**src/design/flcr_pkg.sv**
```systemverilog
// Shared types and constants for the filled circle row span unit.
// Used by flcr_ctrl, flcr_datapath and filled_circle_row_spans_unit; no dependencies.
`default_nettype none

package flcr_pkg;

	// Largest diameter taken; wider requests saturate here
	localparam logic [5:0]  MAX_DIAMETER = 6'd63;
	// Largest canvas extent; larger register values saturate here
	localparam logic [12:0] CANVAS_MAX   = 13'd4096;
	// Reset value of both canvas size registers
	localparam logic [12:0] CANVAS_RESET = 13'd256;
	// Most significant bit index of the square root (root fits in 5 bits)
	localparam logic [2:0]  ROOT_MSB     = 3'd4;

	// Configuration register indexes
	localparam logic [0:0]  CFG_COLUMNS  = 1'b0;
	localparam logic [0:0]  CFG_ROWS     = 1'b1;

	// Commands from the controller to the datapath
	typedef struct packed {
		logic load_item;  // latch an accepted item and restart the row count
		logic prep;       // form the radicand for the current row
		logic root_step;  // resolve one bit of the square root
		logic emit;       // write the current span into the output register
	} flcr_cmd_t;

	// Status from the datapath to the controller
	typedef struct packed {
		logic zero_diam;  // item has diameter zero
		logic root_done;  // final root bit is being resolved
		logic last_row;   // current row is the final one of the item
		logic out_free;   // output register can take a span this cycle
	} flcr_sts_t;

endpackage

`default_nettype wire

```
**src/design/flcr_ctrl.sv**
```systemverilog
// Sequencing state machine for the filled circle row span unit.
// Depends on flcr_pkg for the command and status structs.
`default_nettype none

module flcr_ctrl (
	input  wire logic              clk,
	input  wire logic              arst_n,
	input  wire logic              in_valid,
	output logic                   in_stall,
	input  wire flcr_pkg::flcr_sts_t sts,
	output flcr_pkg::flcr_cmd_t    cmd
);
	import flcr_pkg::*;

	typedef enum logic [3:0] {
		ST_IDLE = 4'b0001,
		ST_PREP = 4'b0010,
		ST_ROOT = 4'b0100,
		ST_EMIT = 4'b1000
	} flcr_state_t;

	flcr_state_t state_q, state_d;

	// Take a new item only between items
	assign in_stall = (state_q != ST_IDLE);

	// Next state and commands
	always_comb begin
		state_d = state_q;
		cmd     = '0;
		unique case (state_q)
			ST_IDLE: begin
				if (in_valid) begin
					cmd.load_item = 1'b1;
					state_d       = ST_PREP;
				end
			end
			ST_PREP: begin
				cmd.prep = 1'b1;
				state_d  = sts.zero_diam ? ST_EMIT : ST_ROOT;
			end
			ST_ROOT: begin
				cmd.root_step = 1'b1;
				if (sts.root_done) begin
					state_d = ST_EMIT;
				end
			end
			ST_EMIT: begin
				if (sts.out_free) begin
					cmd.emit = 1'b1;
					state_d  = sts.last_row ? ST_IDLE : ST_PREP;
				end
			end
			default: begin
				state_d = ST_IDLE;
			end
		endcase
	end

	// Hold the state
	always_ff @(posedge clk or negedge arst_n) begin
		if (!arst_n) begin
			state_q <= ST_IDLE;
		end else begin
			state_q <= state_d;
		end
	end

	// An accepted item always moves on to radicand preparation
	a_accept_to_prep: assert property (@(posedge clk) disable iff (!arst_n)
		(state_q == ST_IDLE && in_valid) |=> (state_q == ST_PREP))
		else $error("accepted item did not enter preparation");

	// The root stays in progress until its final bit
	a_root_holds: assert property (@(posedge clk) disable iff (!arst_n)
		(state_q == ST_ROOT && !sts.root_done) |=> (state_q == ST_ROOT))
		else $error("square root left before its final bit");

endmodule

`default_nettype wire

```
**src/design/flcr_datapath.sv**
```systemverilog
// Datapath of the filled circle row span unit: item and canvas registers,
// row radicand, bit-serial square root, span clipping and output register.
// Depends on flcr_pkg for constants and the command and status structs.
`default_nettype none

module flcr_datapath (
	input  wire logic                 clk,
	input  wire logic                 arst_n,
	input  wire logic                 cfg_we,
	input  wire logic [0:0]           cfg_index,
	input  wire logic [12:0]          cfg_data,
	input  wire logic signed [12:0]   left_x,
	input  wire logic signed [12:0]   bottom_y,
	input  wire logic [5:0]           diameter,
	input  wire flcr_pkg::flcr_cmd_t  cmd,
	output flcr_pkg::flcr_sts_t       sts,
	output logic                      out_valid,
	input  wire logic                 out_stall,
	output logic signed [13:0]        row_y,
	output logic [11:0]               span_start,
	output logic [11:0]               span_end,
	output logic                      visible,
	output logic                      last
);
	import flcr_pkg::*;

	// Canvas size registers
	logic [12:0] cols_q, rows_q;
	// Item registers
	logic signed [12:0] x_q, y_q;
	logic [5:0]  d_q;
	logic        zero_q;
	logic [10:0] lim_q;
	// Row and root registers
	logic [5:0]  row_q;
	logic [9:0]  rad_q;
	logic [4:0]  root_q;
	logic [2:0]  bit_q;
	// Output register
	logic               out_valid_q;
	logic signed [13:0] row_y_q;
	logic [11:0]        start_q, end_q;
	logic               vis_q, last_q;

	// Configuration writes
	always_ff @(posedge clk or negedge arst_n) begin
		if (!arst_n) begin
			cols_q <= CANVAS_RESET;
			rows_q <= CANVAS_RESET;
		end else if (cfg_we) begin
			unique case (cfg_index)
				CFG_COLUMNS: cols_q <= cfg_data;
				CFG_ROWS:    rows_q <= cfg_data;
				default:     ;
			endcase
		end
	end

	// Saturate the incoming diameter and form the squared radius bound
	logic [5:0]  d_sat;
	logic [5:0]  rp1;
	logic [11:0] lim_full;
	assign d_sat    = (diameter > MAX_DIAMETER) ? MAX_DIAMETER : diameter;
	assign rp1      = {1'b0, d_sat[5:1]} + {5'd0, d_sat[0]};
	assign lim_full = rp1 * rp1;

	// Disc centres: low and high centre column offsets (equal for odd sizes)
	logic [4:0] c_hi, c_lo;
	assign c_hi = d_q[5:1];
	assign c_lo = d_q[5:1] - {4'd0, ~d_q[0]};

	// Vertical distance of the current row to the nearest centre row
	logic        below;
	logic [5:0]  dy_w;
	logic [4:0]  dy;
	logic [9:0]  dy_sq;
	logic [10:0] rad_full;
	assign below    = ({1'b0, c_lo} >= row_q);
	assign dy_w     = below ? ({1'b0, c_lo} - row_q) : (row_q - {1'b0, c_hi});
	assign dy       = dy_w[4:0];
	assign dy_sq    = dy * dy;
	assign rad_full = lim_q - 11'd1 - {1'b0, dy_sq};

	// One bit of the square root per step
	logic [4:0] trial;
	logic [9:0] trial_sq;
	assign trial    = root_q | (5'd1 << bit_q);
	assign trial_sq = trial * trial;

	// Latch the item, advance the row, run the root
	always_ff @(posedge clk or negedge arst_n) begin
		if (!arst_n) begin
			row_q  <= '0;
			bit_q  <= '0;
			zero_q <= 1'b0;
		end else begin
			if (cmd.load_item) begin
				row_q  <= '0;
				zero_q <= (d_sat == 6'd0);
			end else if (cmd.emit && !sts.last_row) begin
				row_q <= row_q + 6'd1;
			end
			if (cmd.prep) begin
				bit_q <= ROOT_MSB;
			end else if (cmd.root_step) begin
				bit_q <= bit_q - 3'd1;
			end
		end
	end

	always_ff @(posedge clk) begin
		if (cmd.load_item) begin
			x_q   <= left_x;
			y_q   <= bottom_y;
			d_q   <= d_sat;
			lim_q <= lim_full[10:0];
		end
		if (cmd.prep) begin
			rad_q  <= rad_full[9:0];
			root_q <= '0;
		end else if (cmd.root_step && (trial_sq <= rad_q)) begin
			root_q <= trial;
		end
	end

	// Span ends before clipping
	logic signed [13:0] lo_s, hi_s, y_s;
	assign lo_s = $signed({x_q[12], x_q}) + $signed({9'd0, c_lo}) - $signed({9'd0, root_q});
	assign hi_s = $signed({x_q[12], x_q}) + $signed({9'd0, c_hi}) + $signed({9'd0, root_q});
	assign y_s  = $signed({y_q[12], y_q}) + $signed({8'd0, row_q});

	// Clip against the saturated canvas
	logic [12:0]        cols_eff, rows_eff;
	logic signed [13:0] cols_s, rows_s, cols_m1, lo_c, hi_c;
	logic               vis;
	assign cols_eff = (cols_q > CANVAS_MAX) ? CANVAS_MAX : cols_q;
	assign rows_eff = (rows_q > CANVAS_MAX) ? CANVAS_MAX : rows_q;
	assign cols_s   = $signed({1'b0, cols_eff});
	assign rows_s   = $signed({1'b0, rows_eff});
	assign cols_m1  = cols_s - 14'sd1;
	assign vis      = !zero_q && (y_s >= 14'sd0) && (y_s < rows_s) && (hi_s >= 14'sd0)
	                  && (lo_s < cols_s) && (lo_s <= hi_s);
	assign lo_c     = (lo_s < 14'sd0) ? 14'sd0 : lo_s;
	assign hi_c     = (hi_s > cols_m1) ? cols_m1 : hi_s;

	// Output register: drop a taken item, load a new span
	always_ff @(posedge clk or negedge arst_n) begin
		if (!arst_n) begin
			out_valid_q <= 1'b0;
		end else if (cmd.emit) begin
			out_valid_q <= 1'b1;
		end else if (!out_stall) begin
			out_valid_q <= 1'b0;
		end
	end

	always_ff @(posedge clk) begin
		if (cmd.emit) begin
			row_y_q <= y_s;
			start_q <= vis ? lo_c[11:0] : 12'd0;
			end_q   <= vis ? hi_c[11:0] : 12'd0;
			vis_q   <= vis;
			last_q  <= sts.last_row;
		end
	end

	// Status to the controller
	assign sts.zero_diam = zero_q;
	assign sts.root_done = (bit_q == 3'd0);
	assign sts.last_row  = zero_q || (row_q == (d_q - 6'd1));
	assign sts.out_free  = !out_valid_q || !out_stall;

	assign out_valid  = out_valid_q;
	assign row_y      = row_y_q;
	assign span_start = start_q;
	assign span_end   = end_q;
	assign visible    = vis_q;
	assign last       = last_q;

	// A span is never written over one still waiting
	a_emit_free: assert property (@(posedge clk) disable iff (!arst_n)
		cmd.emit |-> (!out_valid_q || !out_stall))
		else $error("span written over a pending item");

	// The row count stays within the circle
	a_row_range: assert property (@(posedge clk) disable iff (!arst_n)
		(cmd.emit && !zero_q) |-> (row_q < d_q))
		else $error("row count ran past the diameter");

	// A visible span is well ordered
	a_span_order: assert property (@(posedge clk) disable iff (!arst_n)
		(out_valid_q && vis_q) |-> (start_q <= end_q))
		else $error("visible span with start beyond end");

endmodule

`default_nettype wire

```
**src/design/filled_circle_row_spans_unit.sv**
```systemverilog
// Top level of the filled circle row span unit: controller plus datapath.
// Depends on flcr_pkg, flcr_ctrl and flcr_datapath.
//
//  channel | handshake                      | payload
//  --------+--------------------------------+------------------------------------------
//  in      | in_valid / in_stall            | left_x, bottom_y, diameter
//  out     | out_valid / out_stall          | row_y, span_start, span_end, visible, last
//  cfg     | cfg_we                         | cfg_index, cfg_data
//
// Each row runs radicand preparation, five root steps of one bit each on a 5x5 trial multiplier, then emit.
// An item of diameter d holds off the input for d rows; diameter zero skips the root and emits one span.
// Reset sets both canvas sizes to 256 and leaves the unit idle with no span pending.
// A stalled output holds the span register and the controller waits in its emit step.
// The last span of an item may wait in the output register while the next item is taken.
`default_nettype none

module filled_circle_row_spans_unit (
	input  wire logic                clk,
	input  wire logic                arst_n,
	input  wire logic                cfg_we,
	input  wire logic [0:0]          cfg_index,
	input  wire logic [12:0]         cfg_data,
	input  wire logic                in_valid,
	output logic                     in_stall,
	input  wire logic signed [12:0]  left_x,
	input  wire logic signed [12:0]  bottom_y,
	input  wire logic [5:0]          diameter,
	output logic                     out_valid,
	input  wire logic                out_stall,
	output logic signed [13:0]       row_y,
	output logic [11:0]              span_start,
	output logic [11:0]              span_end,
	output logic                     visible,
	output logic                     last
);
	import flcr_pkg::*;

	flcr_cmd_t cmd;
	flcr_sts_t sts;

	flcr_ctrl u_ctrl (
		.clk      (clk),
		.arst_n   (arst_n),
		.in_valid (in_valid),
		.in_stall (in_stall),
		.sts      (sts),
		.cmd      (cmd)
	);

	flcr_datapath u_datapath (
		.clk        (clk),
		.arst_n     (arst_n),
		.cfg_we     (cfg_we),
		.cfg_index  (cfg_index),
		.cfg_data   (cfg_data),
		.left_x     (left_x),
		.bottom_y   (bottom_y),
		.diameter   (diameter),
		.cmd        (cmd),
		.sts        (sts),
		.out_valid  (out_valid),
		.out_stall  (out_stall),
		.row_y      (row_y),
		.span_start (span_start),
		.span_end   (span_end),
		.visible    (visible),
		.last       (last)
	);

endmodule

`default_nettype wire
```
**config.mk**
```make
export PLATFORM = sky130hd
export DESIGN_NAME = filled_circle_row_spans_unit
export DESIGN_NICKNAME = d
export VERILOG_FILES = /design/src/design/flcr_pkg.sv /design/src/design/flcr_ctrl.sv /design/src/design/flcr_datapath.sv /design/src/design/filled_circle_row_spans_unit.sv
export SDC_FILE = /design/constraint.sdc
export NUM_CORES = 1
export LEC_CHECK = 0
export BUFFER_PORTS_ARGS = -buffer_cell sky130_fd_sc_hd__buf_2
export CORE_AREA = 10 10 201 203
export CTS_BUF_LIST = sky130_fd_sc_hd__clkbuf_4 sky130_fd_sc_hd__clkbuf_8
export CTS_CLUSTER_DIAMETER = 200
export DETAILED_ROUTE_END_ITERATION = 10
export DIE_AREA = 0 0 211 213
export GPL_TIMING_DRIVEN = 0
export SYNTH_ARGS = -nofsm -noshare
export SYNTH_HDL_FRONTEND = slang
export SYNTH_SLANG_ARGS = --single-unit
```
**constraint.sdc**
```tcl
create_clock -name clk -period 12.1 [get_ports clk]
set_input_delay 1.815 -clock clk [delete_from_list [all_inputs] [get_ports clk]]
set_output_delay 1.815 -clock clk [all_outputs]
set_load 0.005 [all_outputs]
```
==> impl_metrics.env <==
export IMPL_place_detailed_hpwl_um=20600
export IMPL_clock_skew_ns=0.02118
export IMPL_detail_routed_net_length_per_standard_cell_um=15.09
export IMPL_drive_gt1_frac=0.1529
export IMPL_hold_buffers=0
export IMPL_async_reset_ff_frac=0.2993
export IMPL_crit_path_leading_delay_family="adder cells"
export IMPL_critical_path_class="register to register"
export IMPL_yosys_warnings=0
export IMPL_synth_lib_cells_used_distinct=69
export IMPL_synth_avg_cell_area_um2=10.16
export IMPL_synth_ff_latch_count=137
export IMPL_grt_max_degree=42
export IMPL_timing_fmax_mhz=155.9
export IMPL_drc_violation_count_after_routing=0
export IMPL_final_net_count=1415
export IMPL_final_hold_viol_count=0
export IMPL_timing_setup_tns_ns=0
export IMPL_r2r_end="u_datapath.rad_q[7]$_DFFE_PP_"
export IMPL_worstHoldPathCells=1
export IMPL_post_cts_setup_buffers=0
export IMPL_final_min_clock_period_ns=6.413
export IMPL_layout_worst_path_cycle_share=0.5300
export IMPL_grt_util_all_layers=0.1139
export IMPL_antenna_found_initial=2
export IMPL_placement_io_buffers=92
export IMPL_outcome="completed"
export IMPL_cts_root_buffer_cell="clkbuf_8"
export IMPL_critical_path_slowest_cell="o21ai_0"
export IMPL_max_cap_check_violation_count=0
export IMPL_clock_sink_count=137
export IMPL_number_of_enable_flip_flop_cells_after_synthesis=91
export IMPL_tritoncts_num_buffers=17
export IMPL_timing_reg2reg_worst_path_depth=22
export IMPL_grt_pass1_wl_um=40720
export IMPL_grt_overflow_total=0
export IMPL_rsz0062_at_grt="false"
export IMPL_worstSetupStartpointType="register"
export IMPL_die_y_um=213
export IMPL_vias_per_cell=4.784
export IMPL_hold_crit_start="u_datapath.rows_q[5]$_DFFE_PN0P_"
export IMPL_floorplan_die_area_um2=44940
export IMPL_drtPass1Iterations=4
export IMPL_r2r_start="u_datapath.d_q[1]$_DFFE_PP_"
export IMPL_cts_max_path_buffers=2
export IMPL_syn2layout_area_growth_pct=13.75
export IMPL_cts_tree="built"
export IMPL_synth_yosys_seq_area_share=0.3574
export IMPL_htree_num_levels=4
export IMPL_boundaryPins=93
export IMPL_final_seq_area_um2=3862
export IMPL_die_width_um=211
export IMPL_routed_via_count=7932
export IMPL_critical_path_n_buffers_inverters=4
export IMPL_worstPathCellList="inv_1, ha_1, ha_1, fa_1, nand2b_1, a21oi_1, a21oi_1, o21ai_0, nor2_1, fa_1, inv_1, fa_1, inv_1, fa_1, inv_1, ha_1, nand3_1, a311o_1, a31oi_1, o21a_1, nor2_1, xnor2_1"
export IMPL_hold_class="register to register"
export IMPL_worstSetupEndpointType="register"
export IMPL_number_of_fill_cells=3730
export IMPL_insertion_delay_to_the_later_sink_of_the_worst_skew_pair_ns=0.48
export IMPL_timing_max_slew_rel_slack=0.3545
export IMPL_place_gp_congestion=0.8830
export IMPL_critical_path_start="u_datapath.d_q[1]$_DFFE_PP_"
export IMPL_via_count_of_the_first_global_routing_pass=7935
export IMPL_clk_pin_slew_ns=0.10
export IMPL_timing_critical_path_required_ns=12.32
export IMPL_rows=70
export IMPL_worstPathMaxFanout=6
export IMPL_totalWireLength_um=25010
export IMPL_synthCells=1064
export IMPL_synth_nets=1302
export IMPL_worstMarginPinSlew_ns=0.9683
export IMPL_synth_cell_area_um2=10810
export IMPL_hold_path_end="u_datapath.rows_q[5]$_DFFE_PN0P_"
export IMPL_ctsResizeCount=0
export IMPL_slew_violations=0
export IMPL_core_area_um2=36260
export IMPL_multiInputGateArea_um2=6337
export IMPL_slowest_delay_ns=0.60
export IMPL_reg2reg_slack_ns=5.69
export IMPL_detail_route_iter0_violations=349
export IMPL_finalSetupViolCount=0
export IMPL_initial_utilization=0.2980
export IMPL_cp_arrival_ns=6.63
export IMPL_synth_flop_cell="edfxtp_1"
export IMPL_antenna_cells_inserted=0
export IMPL_drtAntennaViolNets=0
## flip-flops by register name, indices dropped and copies added, names as in the netlist
register               cells
u_ctrl.state_q             4
u_datapath.bit_q           3
u_datapath.cols_q         13
u_datapath.d_q             6
u_datapath.last            1
u_datapath.lim_q           9
u_datapath.out_valid       1
u_datapath.rad_q          10
u_datapath.root_q          5
u_datapath.row_q           6
u_datapath.row_y          14
u_datapath.rows_q         13
u_datapath.span_end       12
u_datapath.span_start     12
u_datapath.visible         1
u_datapath.x_q            13
u_datapath.y_q            13
u_datapath.zero_q          1
## layer usage
layer / GRT usage / share of wire
met1: 0.1430 / 0.47
met2: 0.1832 / 0.45
met3: 0.03094 / 0.058
met4: 0.04246 / 0.023
met5: 0 / 0.00084
## placed cells by master, fill, tap and decap left out, types with 5 or more instances in the layout
| master | Yosys | final |
|---|---|---|
| dfrtp_1 | 38 | 38 |
| a211o_1 | 5 | 5 |
| nor2_1 | 92 | 91 |
| nand2_1 | 67 | 67 |
| nand2b_1 | 9 | 9 |
| a31oi_1 | 6 | 6 |
| a21oi_1 | 52 | 51 |
| o21ai_0 | 22 | 22 |
| and2_1 | 8 | 8 |
| inv_1 | 142 | 142 |
| nand3b_1 | 5 | 5 |
| nor2b_1 | 18 | 18 |
| inv_6 | 0 | 5 |
| and4b_1 | 8 | 8 |
| a211oi_2 | 9 | 9 |
| fa_1 | 35 | 35 |
| buf_2 | 2 | 94 |
| xnor2_1 | 57 | 57 |
| a21o_1 | 35 | 35 |
| xor2_1 | 22 | 22 |
| and3_1 | 6 | 6 |
| a211oi_1 | 5 | 5 |
| nor3_1 | 19 | 19 |
| clkbuf_1 | 17 | 17 |
| dfxtp_1 | 5 | 5 |
| nand3_1 | 16 | 16 |
| clkbuf_8 | 0 | 18 |
| nand4_1 | 10 | 10 |
| o21bai_1 | 10 | 10 |
| o21a_1 | 13 | 13 |
| ha_1 | 152 | 152 |
| edfxtp_1 | 91 | 91 |
| mux2_2 | 26 | 26 |
## logic make-up after synthesis
logic type                 after synthesis  synth area share
AOI/OAI and AO/OA                      188            0.1234
and+or+nand+nor                        282            0.1284
buffers and inverters                  164           0.05789
DFF                                    137            0.3574
muxes                                   27           0.02802
adders and majority gates              187            0.2408
xor gates and xnor gates                79           0.06403
## stage by stage
step	util	cells	instance area (um^2)	hold slack, ns	setup slack, ns
6_report	0.3390	1658	12290	0.5185	5.687
5_1_grt	0.3390	1658	12290	0.5348	5.293
4_1_cts	0.3390	1658	12290	0.5179	5.685
3_5_place_dp	0.3285	1626	11910	0.4990	5.747
3_3_place_gp	0.3269	1624	11850	0.4937	5.812
2_1_floorplan	-	1064	10810	0.4694	6.540
## worst max-delay path by stage
stage / depth (start not counted) / endpoint
after global placement: 22 / u_datapath.rad_q[7]$_DFFE_PP_
final: 22 / u_datapath.rad_q[7]$_DFFE_PP_
after CTS: 22 / u_datapath.rad_q[7]$_DFFE_PP_
after floorplan: 22 / u_datapath.rad_q[7]$_DFFE_PP_
after detailed placement: 22 / u_datapath.rad_q[7]$_DFFE_PP_
after global routing: 24 / u_datapath.rad_q[7]$_DFFE_PP_
## area by class of cell
| cell class | count | area share |
|---|---|---|
| clock inverter | 11 | 0.009059 |
| sequential | 137 | 0.3142 |
| buffer | 21 | 0.007226 |
| inverter | 143 | 0.04366 |
| tap | 468 | 0.04763 |
| multi-input combinational | 763 | 0.5155 |
| clock buffer | 21 | 0.02198 |
| timing repair buffer | 94 | 0.04071 |
## cell usage after synthesis, types with 5 or more instances
cell      number  area share
xor2_1        22       0.018
nand3_1       16      0.0074
nand3b_1       5      0.0035
a211oi_1       5      0.0035
mux2_2        26       0.027
clkbuf_1      17      0.0059
nand2b_1       9      0.0052
and4b_1        8      0.0074
dfrtp_1       38       0.088
a31oi_1        6      0.0035
xnor2_1       57       0.046
nor2b_1       18       0.010
and3_1         6      0.0035
ha_1         152        0.18
a211oi_2       9       0.010
dfxtp_1        5      0.0093
edfxtp_1      91        0.25
o21ai_0       22       0.010
nor3_1        19      0.0088
and2_1         8      0.0046
a211o_1        5      0.0041
a21oi_1       52       0.024
o21a_1        13      0.0090
nand2_1       67       0.023
inv_1        142       0.049
a21o_1        35       0.024
fa_1          35       0.065
nor2_1        92       0.032
o21bai_1      10      0.0069
nand4_1       10      0.0058
Power is left out: the tool's default activity adds up to more than one toggle a clock period on the data nets, which glitch-free logic cannot reach.
